===== src/hw/rtl/prq_pkg.sv =====
// Package with the constants, types and helpers of the packet ring queue.
`timescale 1ns / 1ps

package prq_pkg;

  localparam int QUEUE_SLOTS = 8;
  localparam int SLOT_BYTES  = 2048;
  localparam int LIMIT_MAX   = 2048;
  localparam int LIMIT_CAP   = (LIMIT_MAX < SLOT_BYTES) ? LIMIT_MAX : SLOT_BYTES;

  localparam int LEN_W  = 12;
  localparam int BYTE_W = 8;
  localparam int QS_W   = (QUEUE_SLOTS > 1) ? $clog2(QUEUE_SLOTS) : 1;
  localparam int OFF_W  = $clog2(SLOT_BYTES);
  localparam int RAM_DEPTH = QUEUE_SLOTS * SLOT_BYTES;
  localparam int ADDR_W = $clog2(RAM_DEPTH);

  localparam logic [LEN_W-1:0] LIMIT_RESET = LEN_W'(1518);

  localparam logic CMD_PUSH = 1'b0;
  localparam logic CMD_POP  = 1'b1;

  typedef enum logic [1:0] {
    ST_DONE    = 2'd0,
    ST_DROPPED = 2'd1,
    ST_OVER    = 2'd2,
    ST_EMPTY   = 2'd3
  } prq_status_t;

  typedef logic [QS_W-1:0] slot_t;

  // Result fields known at acceptance; the byte itself follows from the RAM.
  typedef struct packed {
    logic              from_ram;
    logic              last;
    logic [LEN_W-1:0]  length;
    prq_status_t       status;
  } prq_meta_t;

  typedef struct packed {
    logic               we;
    logic               re;
    logic [ADDR_W-1:0]  addr;
    logic [BYTE_W-1:0]  wdata;
  } prq_ram_req_t;

  function automatic slot_t next_slot(input slot_t s);
    return (s == QS_W'(QUEUE_SLOTS - 1)) ? '0 : s + 1'b1;
  endfunction

  function automatic logic [ADDR_W-1:0] slot_addr(input slot_t s,
                                                  input logic [OFF_W-1:0] off);
    return ADDR_W'(s) * ADDR_W'(SLOT_BYTES) + ADDR_W'(off);
  endfunction

endpackage


===== src/hw/rtl/prq_out_if.sv =====
// Result channel interface carrying one result per request.
`timescale 1ns / 1ps

interface prq_out_if;
  logic        valid;
  logic        ready;
  logic [7:0]  out_byte;
  logic        out_last;
  logic [11:0] out_length;
  logic [1:0]  status;

  modport source (output valid, out_byte, out_last, out_length, status, input ready);
  modport sink   (input valid, out_byte, out_last, out_length, status, output ready);
endinterface


===== src/hw/rtl/prq_pipe.sv =====
// Two-stage result pipeline: RAM read stage and output register.
`timescale 1ns / 1ps

module prq_pipe (
  input  logic                       clk,
  input  logic                       rst,
  input  logic                       in_valid,
  output logic                       in_ready,
  input  prq_pkg::prq_meta_t         meta,
  input  logic [prq_pkg::BYTE_W-1:0] ram_q,
  prq_out_if.source                  rsp_ch
);
  import prq_pkg::*;

  logic      s1_valid;
  prq_meta_t s1_meta;
  logic      out_valid;
  logic      s2_load;

  // The RAM only reads on acceptance, so its data holds while stage one waits.
  assign s2_load  = s1_valid && (!out_valid || rsp_ch.ready);
  assign in_ready = !s1_valid || s2_load;

  always_ff @(posedge clk) begin
    if (rst) begin
      s1_valid  <= 1'b0;
      out_valid <= 1'b0;
    end else begin
      if (in_ready) begin
        s1_valid <= in_valid;
      end
      if (s2_load) begin
        out_valid <= 1'b1;
      end else if (rsp_ch.ready) begin
        out_valid <= 1'b0;
      end
    end
  end

  always_ff @(posedge clk) begin
    if (in_valid && in_ready) begin
      s1_meta <= meta;
    end
    if (s2_load) begin
      rsp_ch.out_byte   <= s1_meta.from_ram ? ram_q : '0;
      rsp_ch.out_last   <= s1_meta.last;
      rsp_ch.out_length <= s1_meta.length;
      rsp_ch.status     <= s1_meta.status;
    end
  end

  assign rsp_ch.valid = out_valid;

endmodule


===== src/flat_wrapper.sv =====
// flat-port wrapper written by rule: the top's interface ports become plain ports
module prq_pipe_flat import prq_pkg::*;
  (clk, rst, in_valid, in_ready, meta, ram_q, rsp_ch_valid, rsp_ch_out_byte, rsp_ch_out_last, rsp_ch_out_length, rsp_ch_status, rsp_ch_ready);
  prq_out_if rsp_ch_i ();
  input  logic clk;
  input  logic rst;
  input  logic in_valid;
  output logic in_ready;
  input  prq_pkg::prq_meta_t meta;
  input  logic [prq_pkg::BYTE_W-1:0] ram_q;
  output wire logic [$bits(rsp_ch_i.valid)-1:0] rsp_ch_valid;
  output wire logic [$bits(rsp_ch_i.out_byte)-1:0] rsp_ch_out_byte;
  output wire logic [$bits(rsp_ch_i.out_last)-1:0] rsp_ch_out_last;
  output wire logic [$bits(rsp_ch_i.out_length)-1:0] rsp_ch_out_length;
  output wire logic [$bits(rsp_ch_i.status)-1:0] rsp_ch_status;
  input wire logic [$bits(rsp_ch_i.ready)-1:0] rsp_ch_ready;
  assign rsp_ch_valid = rsp_ch_i.valid;
  assign rsp_ch_out_byte = rsp_ch_i.out_byte;
  assign rsp_ch_out_last = rsp_ch_i.out_last;
  assign rsp_ch_out_length = rsp_ch_i.out_length;
  assign rsp_ch_status = rsp_ch_i.status;
  assign rsp_ch_i.ready = rsp_ch_ready;
  prq_pipe u_core (.clk(clk), .rst(rst), .in_valid(in_valid), .in_ready(in_ready), .meta(meta), .ram_q(ram_q), .rsp_ch(rsp_ch_i));
endmodule

===== config.mk =====
export PLATFORM = sky130hd
export DESIGN_NAME = prq_pipe_flat
export DESIGN_NICKNAME = d
export VERILOG_FILES = /design/src/hw/rtl/prq_pkg.sv /design/src/hw/rtl/prq_out_if.sv /design/src/hw/rtl/prq_pipe.sv /design/src/flat_wrapper.sv
export SDC_FILE = /design/constraint.sdc
export NUM_CORES = 1
export LEC_CHECK = 0
export ABC_AREA = 0
export BUFFER_PORTS_ARGS = -buffer_cell sky130_fd_sc_hd__buf_2
export CORE_MARGIN = 1.5
export CORE_UTILIZATION = 45
export CTS_CLUSTER_SIZE = 8
export DETAILED_ROUTE_END_ITERATION = 10
export GPL_TIMING_DRIVEN = 0
export PLACE_DENSITY = 0.85
export SLEW_MARGIN = 0
export SYNTH_ARGS = -nofsm -noshare
export SYNTH_HDL_FRONTEND = slang
export SYNTH_SLANG_ARGS = --single-unit

===== constraint.sdc =====
create_clock -name clk -period 1.5 [get_ports clk]
set_input_delay 0.075 -clock clk [delete_from_list [all_inputs] [get_ports clk]]
set_output_delay 0.075 -clock clk [all_outputs]
set_load 0.1 [all_outputs]

==> impl_metrics.env <==
export IMPL_fp_dieArea_um2=3280
export IMPL_crit_slowest_cell="buf_2"
export IMPL_grt_pass1_wl_mm=3.42
export IMPL_grt_use_total_pct=15.7
export IMPL_setup_tns_ns=0
export IMPL_fill_cells=194
export IMPL_rows=19
export IMPL_cts_buffers=5
export IMPL_crit_path_cell_trace="nand3b_4 > buf_2"
export IMPL_cp_endpoint="in_ready"
export IMPL_num_vias=770
export IMPL_crit_path_end_kind="primary output"
export IMPL_avgViaCountPerCell=4.58
export IMPL_drive_gt1_share_pct=46.7
export IMPL_totalWireLength_mm=2.39
export IMPL_dr_pass1_iters=2
export IMPL_cp_max_fo=3
export IMPL_r2r_start="u_core.rsp_ch.valid$_SDFFE_PP0P_"
export IMPL_fin_crit_ns=1.31
export IMPL_tritoncts="yes"
export IMPL_critPathLaunchType="register"
export IMPL_drcViolationCount=0
export IMPL_place_ws_ns=0.212
export IMPL_avgSynthCellArea_um2=23.2
export IMPL_start_util_pct=47.6
export IMPL_reg2reg_depth=2
export IMPL_cp_data_arrival_time_ns=1.23
export IMPL_rr_endpoint="u_core.rsp_ch.out_byte[5]$_SDFFCE_PN0P_"
export IMPL_cts_buffer_depth=2
export IMPL_cpPeakStageDelay_ns=0.43
export IMPL_placed_cell_area_um2=1630
export IMPL_post_cts_buffers=0
export IMPL_grt_start_max_net_pins=24
export IMPL_ys_seq_elements=41
export IMPL_die_x_um=57.3
export IMPL_wire_per_inst_um=14.2
export IMPL_core_area_um2=2780
export IMPL_ant_nets=0
export IMPL_antennaDiodeCount=0
export IMPL_cap_violations=0
export IMPL_syn_nets=85
export IMPL_syn_cell_area_um2=1330
export IMPL_final_cell_count_no_fill=168
export IMPL_design_area_um2=1880
export IMPL_antenna_found_initial=0
export IMPL_synth_cells=57
export IMPL_clk_pin_slew_worst_paths_ns=0.12
export IMPL_hpwlAfterDp_mm=1.38
export IMPL_startpoint="u_core.rsp_ch.valid$_SDFFE_PP0P_"
export IMPL_grt_pass1_vias=778
export IMPL_whs_path_depth=3
export IMPL_fin_skew_ns=0.00908
export IMPL_layout_setup_ws_ns=0.193
export IMPL_grt_overflow_total=0
export IMPL_powerDensity_nw_per_um2=1180
export IMPL_vdd_ir_drop_max_uv=900
export IMPL_max_freq_ghz=0.765
export IMPL_ios=53
export IMPL_period_share_pct=87.1
export IMPL_htree_levels=2
export IMPL_grt_setup_unrepaired="false"
export IMPL_required_ns=1.42
export IMPL_synth_distinct_cells=10
export IMPL_io_buffer_count=52
export IMPL_path_class="register to primary output"
export IMPL_hold_viol=0
export IMPL_cts_root_buf="clkbuf_4"
export IMPL_fin_util_pct=67.7
export IMPL_syn_to_final_growth_pct=42.1
export IMPL_ys_seq_area_share_pct=91.4
export IMPL_final_nets=164
export IMPL_yosysTopAreaCellShare_pct=88.4
export IMPL_clk_latency_ns=0.34
export IMPL_yosysWarnings=0
export IMPL_finalMaxSlewViolations=0
export IMPL_synth_top_cell_by_area="edfxtp_1"
export IMPL_tightest_slew_ns=0.523
export IMPL_ys_top_cells_by_area="edfxtp_1, and2_1, dfxtp_1"
export IMPL_status="complete, no violations"
export IMPL_setup_viol=0
export IMPL_hold_path_class="primary input to register"
export IMPL_dp_cells=140
export IMPL_r2r_slack_ns=0.20
export IMPL_die_y_um=57.3
export IMPL_dr_first_iter_drc_count=12
export IMPL_slew_headroom_pct=65.2
export IMPL_p_leak_nw=0.778
export IMPL_cts_sinks=41
export IMPL_gp_congestion=0.761
layout make-up:
| cell class | count | area (um2) | share of cell area (%) |
|---|---|---|---|
| timing repair buffer | 72 | 460 | 24.5 |
| multi-input combinational | 14 | 106 | 5.65 |
| clock inverter | 3 | 17.5 | 0.930 |
| tap | 31 | 38.8 | 2.06 |
| clock buffer | 5 | 37.5 | 1.99 |
| sequential | 41 | 1210 | 64.5 |
| inverter | 2 | 7.51 | 0.399 |
logic make-up after synthesis:
| family | after synthesis | synth area share, % |
|---|---|---|
| flops | 41 | 91.4 |
| buf+inv | 2 | 0.567 |
| simple gates | 12 | 6.99 |
| compound gates | 2 | 1.04 |
stage by stage:
| step | total power, mW | hold WS (ns) |
|---|---|---|
| floorplan | 1.62 | 0.134 |
| global placement | 1.68 | 0.247 |
| detailed placement | 1.69 | 0.253 |
| CTS | 2.23 | 0.0101 |
| global route | 2.31 | 0.00130 |
| finish | 2.22 | 0.0114 |
worst min path at each step:
| stage | from | endpoint | slack, ns |
|---|---|---|---|
| final | rsp_ch_ready | u_core.rsp_ch.valid$_SDFFE_PP0P_ | 0.01 |
| after global routing | ram_q[3] | u_core.rsp_ch.out_byte[3]$_SDFFCE_PN0P_ | 0.001 |
| after CTS | rsp_ch_ready | u_core.rsp_ch.valid$_SDFFE_PP0P_ | 0.01 |
| after detailed placement | meta[7] | u_core.s1_meta[7]$_DFFE_PP_ | 0.25 |
| after global placement | rst | u_core.s1_valid$_SDFFE_PP0P_ | 0.25 |
| after floorplan | rst | u_core.rsp_ch.valid$_SDFFE_PP0P_ | 0.13 |
critical path: cells and delay by family, from the launching register on:
family	cells	cell delay, ns
and+or+nand+nor	1	0.09
DFF	1	0.37
buffers and inverters	1	0.43
cell usage in the layout, fill, tap and decap left out:
master and count:
edfxtp_1 39, clkinv_2 1, dfxtp_4 1, and2_2 1
nand2b_1 1, buf_2 52, clkinv_4 1, and2_4 1
clkinv_1 1, inv_1 2, a21oi_2 1, dfxtp_1 1
nand3b_4 1, clkbuf_4 5, a21oi_1 1, dlygate4sd3_1 20
and2_1 8
report_power, final:
group / switching, mW / internal (mW) / total, mW / leakage [nW]
Sequential: 0.0193 / 1.32 / 1.34 / 0.390
Clock: 0.338 / 0.178 / 0.516 / 0.0326
Combinational: 0.279 / 0.0901 / 0.369 / 0.356
Total: 0.636 / 1.59 / 2.22 / 0.778
registers in the layout, summed over array words and instances, names as in the netlist:
register and cells:
u_core.rsp_ch.out_byte 8, u_core.rsp_ch.out_last 1, u_core.rsp_ch.out_length 12, u_core.rsp_ch.status 2, u_core.rsp_ch.valid 1, u_core.s1_meta 16
u_core.s1_valid 1
per-layer routing:
metal,vias to the layer above,track usage [%],part of all wire (%)
met2,38,31.0,60
li1,371,-,-
met1,354,12.3,30
met4,0,8.97,3.5
met5,-,0,0
met3,7,6.35,7.0
synthesized netlist by cell type, drive strengths merged:
cell type and instances:
dfxtp 2, and2 10, a21oi 2, inv 2, nand3b 1, nand2b 1
edfxtp 39
timing repair:
item	in CTS	in global routing
hold buffers	18	2
gates resized for setup	0	0
hold endpoints to repair	18	2
setup endpoints to repair	0	0
(Power assumes the default switching activity.)
