`src/hw/rtl/prq_pkg.sv`:
```
// Package with the constants, types and helpers of the packet ring queue.
`timescale 1ns / 1ps

package prq_pkg;

  localparam int QUEUE_SLOTS = 8;
  localparam int SLOT_BYTES  = 2048;
  localparam int LIMIT_MAX   = 2048;
  localparam int LIMIT_CAP   = (LIMIT_MAX < SLOT_BYTES) ? LIMIT_MAX : SLOT_BYTES;

  localparam int LEN_W  = 12;
  localparam int BYTE_W = 8;
  localparam int QS_W   = (QUEUE_SLOTS > 1) ? $clog2(QUEUE_SLOTS) : 1;
  localparam int OFF_W  = $clog2(SLOT_BYTES);
  localparam int RAM_DEPTH = QUEUE_SLOTS * SLOT_BYTES;
  localparam int ADDR_W = $clog2(RAM_DEPTH);

  localparam logic [LEN_W-1:0] LIMIT_RESET = LEN_W'(1518);

  localparam logic CMD_PUSH = 1'b0;
  localparam logic CMD_POP  = 1'b1;

  typedef enum logic [1:0] {
    ST_DONE    = 2'd0,
    ST_DROPPED = 2'd1,
    ST_OVER    = 2'd2,
    ST_EMPTY   = 2'd3
  } prq_status_t;

  typedef logic [QS_W-1:0] slot_t;

  // Result fields known at acceptance; the byte itself follows from the RAM.
  typedef struct packed {
    logic              from_ram;
    logic              last;
    logic [LEN_W-1:0]  length;
    prq_status_t       status;
  } prq_meta_t;

  typedef struct packed {
    logic               we;
    logic               re;
    logic [ADDR_W-1:0]  addr;
    logic [BYTE_W-1:0]  wdata;
  } prq_ram_req_t;

  function automatic slot_t next_slot(input slot_t s);
    return (s == QS_W'(QUEUE_SLOTS - 1)) ? '0 : s + 1'b1;
  endfunction

  function automatic logic [ADDR_W-1:0] slot_addr(input slot_t s,
                                                  input logic [OFF_W-1:0] off);
    return ADDR_W'(s) * ADDR_W'(SLOT_BYTES) + ADDR_W'(off);
  endfunction

endpackage

```
`src/hw/rtl/prq_ctrl.sv`:
```
// Ring control: slot pointers, frame tracking, limit register and RAM requests.
`timescale 1ns / 1ps

module prq_ctrl (
  input  logic                       clk,
  input  logic                       rst,
  input  logic                       cfg_we,
  input  logic [prq_pkg::LEN_W-1:0]  cfg_data,
  input  logic                       accept,
  input  logic                       cmd,
  input  logic [prq_pkg::BYTE_W-1:0] data_byte,
  input  logic                       last_byte,
  output prq_pkg::prq_ram_req_t      ram_req,
  output prq_pkg::prq_meta_t         meta
);
  import prq_pkg::*;

  logic [LEN_W-1:0] frame_limit;
  slot_t            head_slot, head_slot_next;
  slot_t            tail_slot, tail_slot_next;
  logic [LEN_W-1:0] write_count, write_count_next;
  logic [OFF_W-1:0] read_offset, read_offset_next;
  logic             in_frame, in_frame_next;
  logic             dropping, dropping_next;
  logic [LEN_W-1:0] slot_lengths [QUEUE_SLOTS];

  logic [LEN_W-1:0] limit;
  logic [LEN_W-1:0] wc;
  logic [LEN_W-1:0] wc_inc;
  logic             drop_now;
  logic             len_we;
  logic [LEN_W-1:0] pop_len;
  logic [LEN_W:0]   off_plus;

  always_comb begin
    if (frame_limit == '0) begin
      limit = LEN_W'(1);
    end else if (frame_limit > LEN_W'(LIMIT_CAP)) begin
      limit = LEN_W'(LIMIT_CAP);
    end else begin
      limit = frame_limit;
    end
  end

  assign pop_len  = slot_lengths[tail_slot];
  assign off_plus = {1'b0, LEN_W'(read_offset)} + 1'b1;
  assign wc       = in_frame ? write_count : '0;
  assign drop_now = in_frame ? dropping : (next_slot(head_slot) == tail_slot);
  assign wc_inc   = wc + 1'b1;

  always_comb begin
    head_slot_next   = head_slot;
    tail_slot_next   = tail_slot;
    write_count_next = write_count;
    read_offset_next = read_offset;
    in_frame_next    = in_frame;
    dropping_next    = dropping;
    len_we           = 1'b0;
    ram_req          = '0;
    ram_req.wdata    = data_byte;
    meta             = '0;
    meta.status      = ST_DONE;

    if (cmd == CMD_PUSH) begin
      if (drop_now) begin
        meta.status   = ST_DROPPED;
        in_frame_next = !last_byte;
        dropping_next = !last_byte;
      end else begin
        write_count_next = wc;
        if (wc < limit) begin
          ram_req.we       = accept;
          ram_req.addr     = slot_addr(head_slot, wc[OFF_W-1:0]);
          write_count_next = wc_inc;
        end else begin
          meta.status = ST_OVER;
        end
        dropping_next = 1'b0;
        if (last_byte) begin
          len_we           = accept;
          head_slot_next   = next_slot(head_slot);
          in_frame_next    = 1'b0;
        end else begin
          in_frame_next    = 1'b1;
        end
      end
    end else begin
      if (tail_slot == head_slot) begin
        meta.status = ST_EMPTY;
      end else begin
        ram_req.re    = accept;
        ram_req.addr  = slot_addr(tail_slot, read_offset);
        meta.from_ram = 1'b1;
        meta.length   = pop_len;
        if (off_plus >= {1'b0, pop_len}) begin
          meta.last        = 1'b1;
          tail_slot_next   = next_slot(tail_slot);
          read_offset_next = '0;
        end else begin
          read_offset_next = OFF_W'(off_plus);
        end
      end
    end
  end

  always_ff @(posedge clk) begin
    if (rst) begin
      frame_limit <= LIMIT_RESET;
      head_slot   <= '0;
      tail_slot   <= '0;
      write_count <= '0;
      read_offset <= '0;
      in_frame    <= 1'b0;
      dropping    <= 1'b0;
    end else begin
      if (cfg_we) begin
        frame_limit <= cfg_data;
      end
      if (accept) begin
        head_slot   <= head_slot_next;
        tail_slot   <= tail_slot_next;
        write_count <= write_count_next;
        read_offset <= read_offset_next;
        in_frame    <= in_frame_next;
        dropping    <= dropping_next;
      end
    end
  end

  always_ff @(posedge clk) begin
    if (len_we) begin
      slot_lengths[head_slot] <= write_count_next;
    end
  end

endmodule

```
`config.mk`:
```
export PLATFORM = sky130hd
export DESIGN_NAME = prq_ctrl
export DESIGN_NICKNAME = d
export VERILOG_FILES = /design/src/hw/rtl/prq_pkg.sv /design/src/hw/rtl/prq_ctrl.sv
export SDC_FILE = /design/constraint.sdc
export NUM_CORES = 1
export LEC_CHECK = 0
export ABC_AREA = 1
export BUFFER_PORTS_ARGS = -buffer_cell sky130_fd_sc_hd__buf_4
export CORE_MARGIN = 2
export CORE_UTILIZATION = 64
export DETAILED_ROUTE_END_ITERATION = 10
export PLACE_DENSITY = 0.85
export RECOVER_POWER = 25
export SETUP_SLACK_MARGIN = 0.02
export SLEW_MARGIN = 20
export SYNTH_ARGS = -nofsm -noshare
export SYNTH_HDL_FRONTEND = slang
export SYNTH_SLANG_ARGS = --single-unit
```
`constraint.sdc`:
```
create_clock -name clk -period 6.05 [get_ports clk]
set_input_delay 0.605 -clock clk [delete_from_list [all_inputs] [get_ports clk]]
set_output_delay 0.605 -clock clk [all_outputs]
set_load 0.01 [all_outputs]
```
==> results of run 1 <==
area by class of cell:
class                      count  area share, %
clock buffer                  24          6.696
inverter                      87          4.012
tap                          140          2.135
multi-input combinational    517          34.78
timing repair buffer          57          5.171
sequential                   142          46.37
clock inverter                 7         0.8389
metrics by stage:
stage          power (W)  instance area, um^2
2_1_floorplan   0.001190                 7209
3_3_place_gp    0.001228                 7599
3_5_place_dp    0.001237                 7599
4_1_cts         0.002286                 8217
5_1_grt         0.002352                 8203
6_report        0.002284                 8203
synthesized netlist by cell type, types with 2 or more instances:
master	n	share of area (%)
o211ai_1	2	0.21
nor2_1	105	5.5
nand4_1	9	0.78
inv_1	82	4.3
nor3_1	9	0.62
a21oi_1	44	3.1
xor2_1	12	1.5
o21ai_1	3	0.21
buf_1	5	0.26
dfxtp_1	46	13
inv_2	3	0.16
edfxtp_1	96	40
mux2i_1	11	1.5
nand2_1	132	6.9
o22ai_1	11	0.95
o32ai_1	13	1.6
nor4_1	3	0.26
o221ai_1	11	1.3
buf_2	4	0.28
nand3_1	36	2.5
buf_6	4	0.62
o2111ai_1	2	0.24
ha_1	30	5.2
o21ai_0	62	4.3
xnor2_1	3	0.36
nand2_4	4	0.62
nand2_2	4	0.35
buf_4	12	1.2
clkbuf_1	16	0.83
metal layers:
metal / GRT usage (%) / vias up / routed length, um
met1: 39.05 / 2813 / 7062
met5: 0 / - / 0
li1: - / 2769 / -
met2: 50.53 / 360 / 8583
met3: 10.17 / 74 / 1867
met4: 16.25 / 0 / 779
report_power, final:
group | total [W] | switching (W) | internal [W]
Sequential | 0.00107 | 0.0000148 | 0.00105
Combinational | 0.000152 | 0.000102 | 0.0000497
Clock | 0.00106 | 0.000388 | 0.000676
Total | 0.00228 | 0.000505 | 0.00178
path summary, 6_finish.rpt:
kind                       start             end  cells after the start
hold reg to reg   read_offset[9]  read_offset[9]                      2
setup / recovery       flip-flop        meta[14]                     15
hold / removal       cfg_data[3]  frame_limit[3]                      3
setup reg to reg       flip-flop  read_offset[2]                     15
critical path, stage by stage (launching register included):
cell	delay [ps]
dfxtp_1	310
buf_4	450
inv_1	670
nor2_1	330
o32ai_1	140
o21ai_0	450
ha_1	360
a21oi_1	140
o21ai_0	120
nand2_1	100
o211ai_1	90
a31oi_1	150
nand2_1	170
nand2_1	90
inv_1	40
buf_4	130
state kept, by name, indices dropped and copies added, names as in the netlist, named ones only:
register and flops:
tail_slot 3, frame_limit 12, read_offset 11, write_count 12
slot_lengths 96, in_frame 1, head_slot 3, dropping 1
cells by family after synthesis:
group           after synthesis  synth area share [%]
simple gates                310                 18.69
compound gates              151                 12.18
flops                       142                 52.76
buf+inv                     128                 7.810
fa+ha+maj                    30                 5.207
xor+xnor                     15                 1.822
mux                          11                 1.527
cells in the final DEF (no fill, tap or decap), types with 3 or more instances in the layout:
master	count
o21ai_0	63
xor2_1	12
inv_1	84
a21oi_1	44
nor3_4	3
mux2i_1	11
nand4_1	9
nor3_2	3
o221ai_1	11
ha_1	30
nand3_1	36
clkbuf_16	21
buf_4	56
edfxtp_1	96
nand2_1	136
dfxtp_1	46
o32ai_1	13
clkinv_2	3
nor4_1	3
nor2_1	106
o22ai_1	11
nor3_1	5
xnor2_1	3
==> impl_results.md, run 1 <==
* Async set-or-reset flop fraction in the synthesized netlist at 0%
* Antenna Nets Post-Route at 0
* Initial DRC Count at approximately 800
* Diode count at 0
* H-tree depth at 4
* Global route overflow at 0
* Non-Filler Instances at approximately 1000
* Sequential area share after synthesis at between 50% and 60%
* DR pass1 iterations at 7
* Max clock buf depth at 2
* Root cell of the clock tree: clkbuf_16
* Initial antenna violation count at 0
* Critical path startpoint category: flip-flop
* Final cycle utilization of the critical path at between 70 and 80%
* I/O Pins at 66
* Hold Vio Cnt, Final at 0
* Synth warnings at 0
* Nets@finish at between 800 and 900
* Port bufs at 49
* CTS resizes at 0
* Cell Pwr Density at approximately 280 nW/um^2
* Die area at approximately 12000 um^2
* Vias at approximately 6000
* Top_reg_cell synth: edfxtp_1
* Final max-slew violation count at 0
* Post-CTS Setup Bufs at 0
* Area added between synthesis and finish at 13.78%
* Die Height at 110.1 um
* Vias in the first global route at roughly 5800
* Via density at roughly 6.2
* Horiz. Die Dim at ~110 um
* Outcome: completed
* WS Path Type: reg -> out
* Synth Register Bits at 142
* Storage element area at roughly 3800 um^2
* DP HPWL at 11890 um
* Place WS at around 2200 ps
* Inst Count DP at about 940
* Reg clk slew, reported paths at 60 ps
* Critical Path Sink Type: output pin
* Data required, critical path at 5440 ps
* Worst Tran Pin Value at around 1400 ps
* Worst VDD drop at 0.0002865 V
* Setup repair after global routing missed its margin: no
* Post-synth EDFFs at 96
* Setup WS post-layout at between 1000 and 1500 ps
* Post-Syn Area at a little over 7000 um^2
* Mapped Cells at a little under 800
* Worst-path maximum fanout at 49
* Tmin final at 4814 ps
* CTS tree: yes
* Post-route DRC at 0
* Hold-fix buffers, CTS at 0
* Max_cap viols at 0
* Setup TNS at 0 ps
* Multi-input logic area at around 2900 um^2
* Max-slew headroom at under 10%
* Util after Layout at about three quarters
* Clk_skew at around 7.9 ps
* FF-to-FF setup slack at roughly 1600 ps
* Wirelength per Cell at 18.78 um
* Largest net degree at the start of global routing at 50
* First-pass GRT wire length at 28340 um
* Hold slack at 397.1 ps
* Max Clock Freq at between 200 and 250 MHz
* Filler cell count at 738
* Core area at approximately 11000 um^2
* CTS Sinks at between 100 and 150
* Mean post-synth cell area at slightly above 9 um^2
* Worst skew pair latency at about 420 ps
* Cts bufs inserted at 17
* Starting Density at about two thirds
* Hold WC Path Type: in -> reg
* Total leakage power at between 3 and 4 nW
* Post-Syn Nets at around 840
* GP Congestion at 0.9107
* Share of cells above drive strength 1 at roughly 12%
* Gr usage total at a little under a third
* Final setup vio count at 0
* Distinct cell type count after synthesis at 42
* CP Data Arrival Time at 4210 ps
* Total routed wirelength at 18290 um
* # rows at 38
Power figures use the tool's default switching activity.
==> run 2, diff against run 1 <==
Settings changed: ABC_AREA 1 to 0, CORE_UTILIZATION 64 to 60, PLACE_DENSITY 0.85 to 0.8.
Clock period 6.05 ns to 4.6 ns, I/O delays scaled along.
==> impl_results.md, run 2 <==
* Outcome: finished, violations left
* Failing checks: capacitance limit, slew limit
* Diode count at 0 (unchanged)
* I/O Pins at 66 (unchanged)
* Core area at 11470 um^2 (+4.9%)
* Sequential area share after synthesis at 53.54% (+0.78 points)
* Hold Vio Cnt, Final at 0 (unchanged)
* Critical Path Sink Type: output pin
* Design area at 8147 um^2 (-0.69%)
* Worst skew pair latency at 420 ps (about the same)
* Synth warnings at 0 (unchanged)
* Yosys top cell area share at 40.58% (+0.59 points)
* Data required, critical path at 4140 ps (-1300 ps)
* Largest net degree at the start of global routing at 41 (-18%)
* Final setup vio count at 0 (unchanged)
* Horiz. Die Dim at 112.8 um (+2.4%)
* H-tree depth at 4 (unchanged)
* Port bufs at 49 (unchanged)
* Wirelength per Cell at 21.05 um (+12%)
* Distinct cell type count after synthesis at 60 (+43%)
* Post-Syn Area at 7104 um^2 (-1.5%)
* Vias at 5122 (-15%)
* Share of cells above drive strength 1 at 17.64% (+5.5 points)
* Nets@finish at 695 (-21%)
* Max-slew headroom at -25.61% (-32 points)
* Worst-path maximum fanout at 26 (-47%)
* Initial DRC Count at 582 (-27%)
* Most frequent cells in the layout: edfxtp_1, nand2_1, buf_4, dfxtp_1, nor2_1
* Largest cells by area after synthesis: edfxtp_1, dfxtp_1, mux4_2
* Post-CTS Setup Bufs at 0 (unchanged)
* Synth Register Bits at 142 (unchanged)
* Starting Density at 61.95% (-4.0 points)
* Synth area leader: edfxtp_1
* Tmin final at 4345 ps
* Max FFs per register at 96 (unchanged)
* Most frequent cell after synthesis: edfxtp_1
* Top_reg_cell synth: edfxtp_1
* DR pass1 iterations at 5 (-2)
* CTS tree: yes
* Post-route DRC at 0 (unchanged)
* Vias in the first global route at 4940 (-14%)
* Setup TNS at 0 ps (unchanged)
* Async set-or-reset flop fraction in the synthesized netlist at 0% (unchanged)
* Largest Register: slot_lengths
* Reg clk slew, reported paths at 60 ps (about the same)
* Worst Tran Pin Value at 1884 ps (+477.9 ps)
* Placed cell area at 7590 um^2 (-0.12%)
* Mapped Cells at 598 (-24%)
* Hold WC Path Type: in -> reg
* Die area at 12730 um^2 (+4.9%)
* Final cycle utilization of the critical path at a little over nine tenths
* Multi-input logic area at 3092 um^2 (+8.4%)
* Filler cell count at 759 (+2.8%)
* Final max-slew violation count at 41 (+41)
* Global route overflow at 0 (unchanged)
* Cts bufs inserted at 17 (unchanged)
* Max Clock Freq at 230.1 MHz
* # rows at 39 (+2.6%)
* Initial antenna violation count at 0 (unchanged)
* Area added between synthesis and finish at 14.67%
* Setup repair after global routing missed its margin: no
* Critical path startpoint category: flip-flop
* Worst VDD drop at 0.0005116 V (+79%)
* Clk_skew at 9.711 ps (+1.762 ps)
* CTS Sinks at 142 (unchanged)
* Max_cap viols at 1 (+1)
* Max clock buf depth at 2 (unchanged)
* Die Height at 112.8 um (+2.4%)
* Hold depth at 3 (unchanged)
* GP Congestion at 0.8885 (-2.4%)
* Gr usage total at 27.97% (-3.8 points)
* Cell Pwr Density at 354.7 nW/um^2 (+27%)
* Post-Syn Nets at 654 (-22%)
* Top cells by count, synth: edfxtp_1, nand2_1, dfxtp_1
* WS Path Type: reg -> out
* Leading cell type in the layout, fill and taps excluded: edfxtp_1
* Largest regs: slot_lengths (96), frame_limit (12), write_count (12)
* DP HPWL at 11470 um (-3.6%)
* Worst r2r path cells at 10 (-5)
* Post-synth EDFFs at 96 (unchanged)
* Mean post-synth cell area at 11.88 um^2 (+30%)
* Total routed wirelength at 16730 um (-8.5%)
* Root cell of the clock tree: clkbuf_16
* First-pass GRT wire length at 26850 um (-5.2%)
* CP Data Arrival Time at 3890 ps (-320 ps)
* Antenna Nets Post-Route at 0 (unchanged)
* Storage element area at 3804 um^2 (unchanged)
* Total leakage power at 3.030 nW (-11%)
* Via density at 6.443 (+4.3%)
## run 2: cell types whose count changed after synthesis, sizes merged, moves of 10 or more
cell and change:
a21oi -21, and2 +15, inv -76, mux2i +15, mux4 +24, nand2 -73, nand2b +11, nand3 -17
nor2 -69, o21ai -53, o22ai -10, o32ai -13
## run 2: kinds of logic (layout without fill, tap and decap cells)
| family | Yosys count | after routing | synth area share [%] |
|---|---|---|---|
| adders and majority gates | 30 | 30 | 5.284 |
| muxes | 51 | 51 | 11.43 |
| buffers and inverters | 53 | 107 | 3.346 |
| AOI/OAI and AO/OA | 88 | 88 | 8.577 |
| xor gates and xnor gates | 22 | 22 | 2.712 |
| DFF | 142 | 142 | 53.54 |
| and+or+nand+nor | 212 | 212 | 15.11 |
## run 2: where the power goes
part	internal [W]	switching, W	leakage [nW]
registers	0.00136	0.0000136	1.27
clock network	0.000863	0.000538	0.297
logic	0.0000427	0.0000707	1.47
total	0.00227	0.000623	3.03
## run 2: metal layers
metal	up-vias	routed length (um)	track usage (%)
li1	2345	-	-
met1	2463	6761	38.13
met2	270	8106	44.15
met3	44	1369	6.213
met4	0	497	11.06
met5	-	0	0
## run 2: final timing paths
path | from | to | slack, ps
worst max register to register | in_frame | slot_lengths[0][7] | 580
worst min register to register | frame_limit[2] | frame_limit[2] | 500
worst min-delay path | cfg_data[2] | frame_limit[2] | 250
worst max-delay path | in_frame | ram_req[8] | 250
## run 2: what timing repair did
item	4_1_cts	5_1_grt
resized for setup	0	1
hold buffers	0	0
endpoints found under the setup margin	0	1
## run 2: cell type report
| cell class | count | share of cell area [%] |
|---|---|---|
| timing repair buffer | 64 | 5.207 |
| multi-input combinational | 403 | 37.95 |
| sequential | 142 | 46.69 |
| tap | 143 | 2.196 |
| clock inverter | 14 | 2.181 |
| clock buffer | 18 | 5.268 |
| inverter | 11 | 0.5068 |
## run 2: critical path, cell delays in order, from the launching register on
cell,delay (ps)
dfxtp_1,880
and2_0,450
ha_1,250
and4_1,190
o211ai_1,90
a41o_1,210
o21ai_1,380
buf_4,290
inv_2,150
ha_1,220
a22o_1,210
buf_4,140
## run 2: metrics by stage
step | setup WS (ps) | utilization, % | total power [W] | cells | hold WS (ps)
after global routing | 59.91 | 71.04 | 0.002976 | 795 | 256.7
after CTS | 347.0 | 71.48 | 0.002906 | 795 | 243.1
after global placement | 827.2 | 66.19 | 0.001509 | 763 | 483.0
after floorplan | 1305 | - | 0.001477 | 598 | 456.3
after detailed placement | 693.1 | 66.19 | 0.001513 | 763 | 482.2
final | 255.0 | 71.04 | 0.002890 | 795 | 253.7
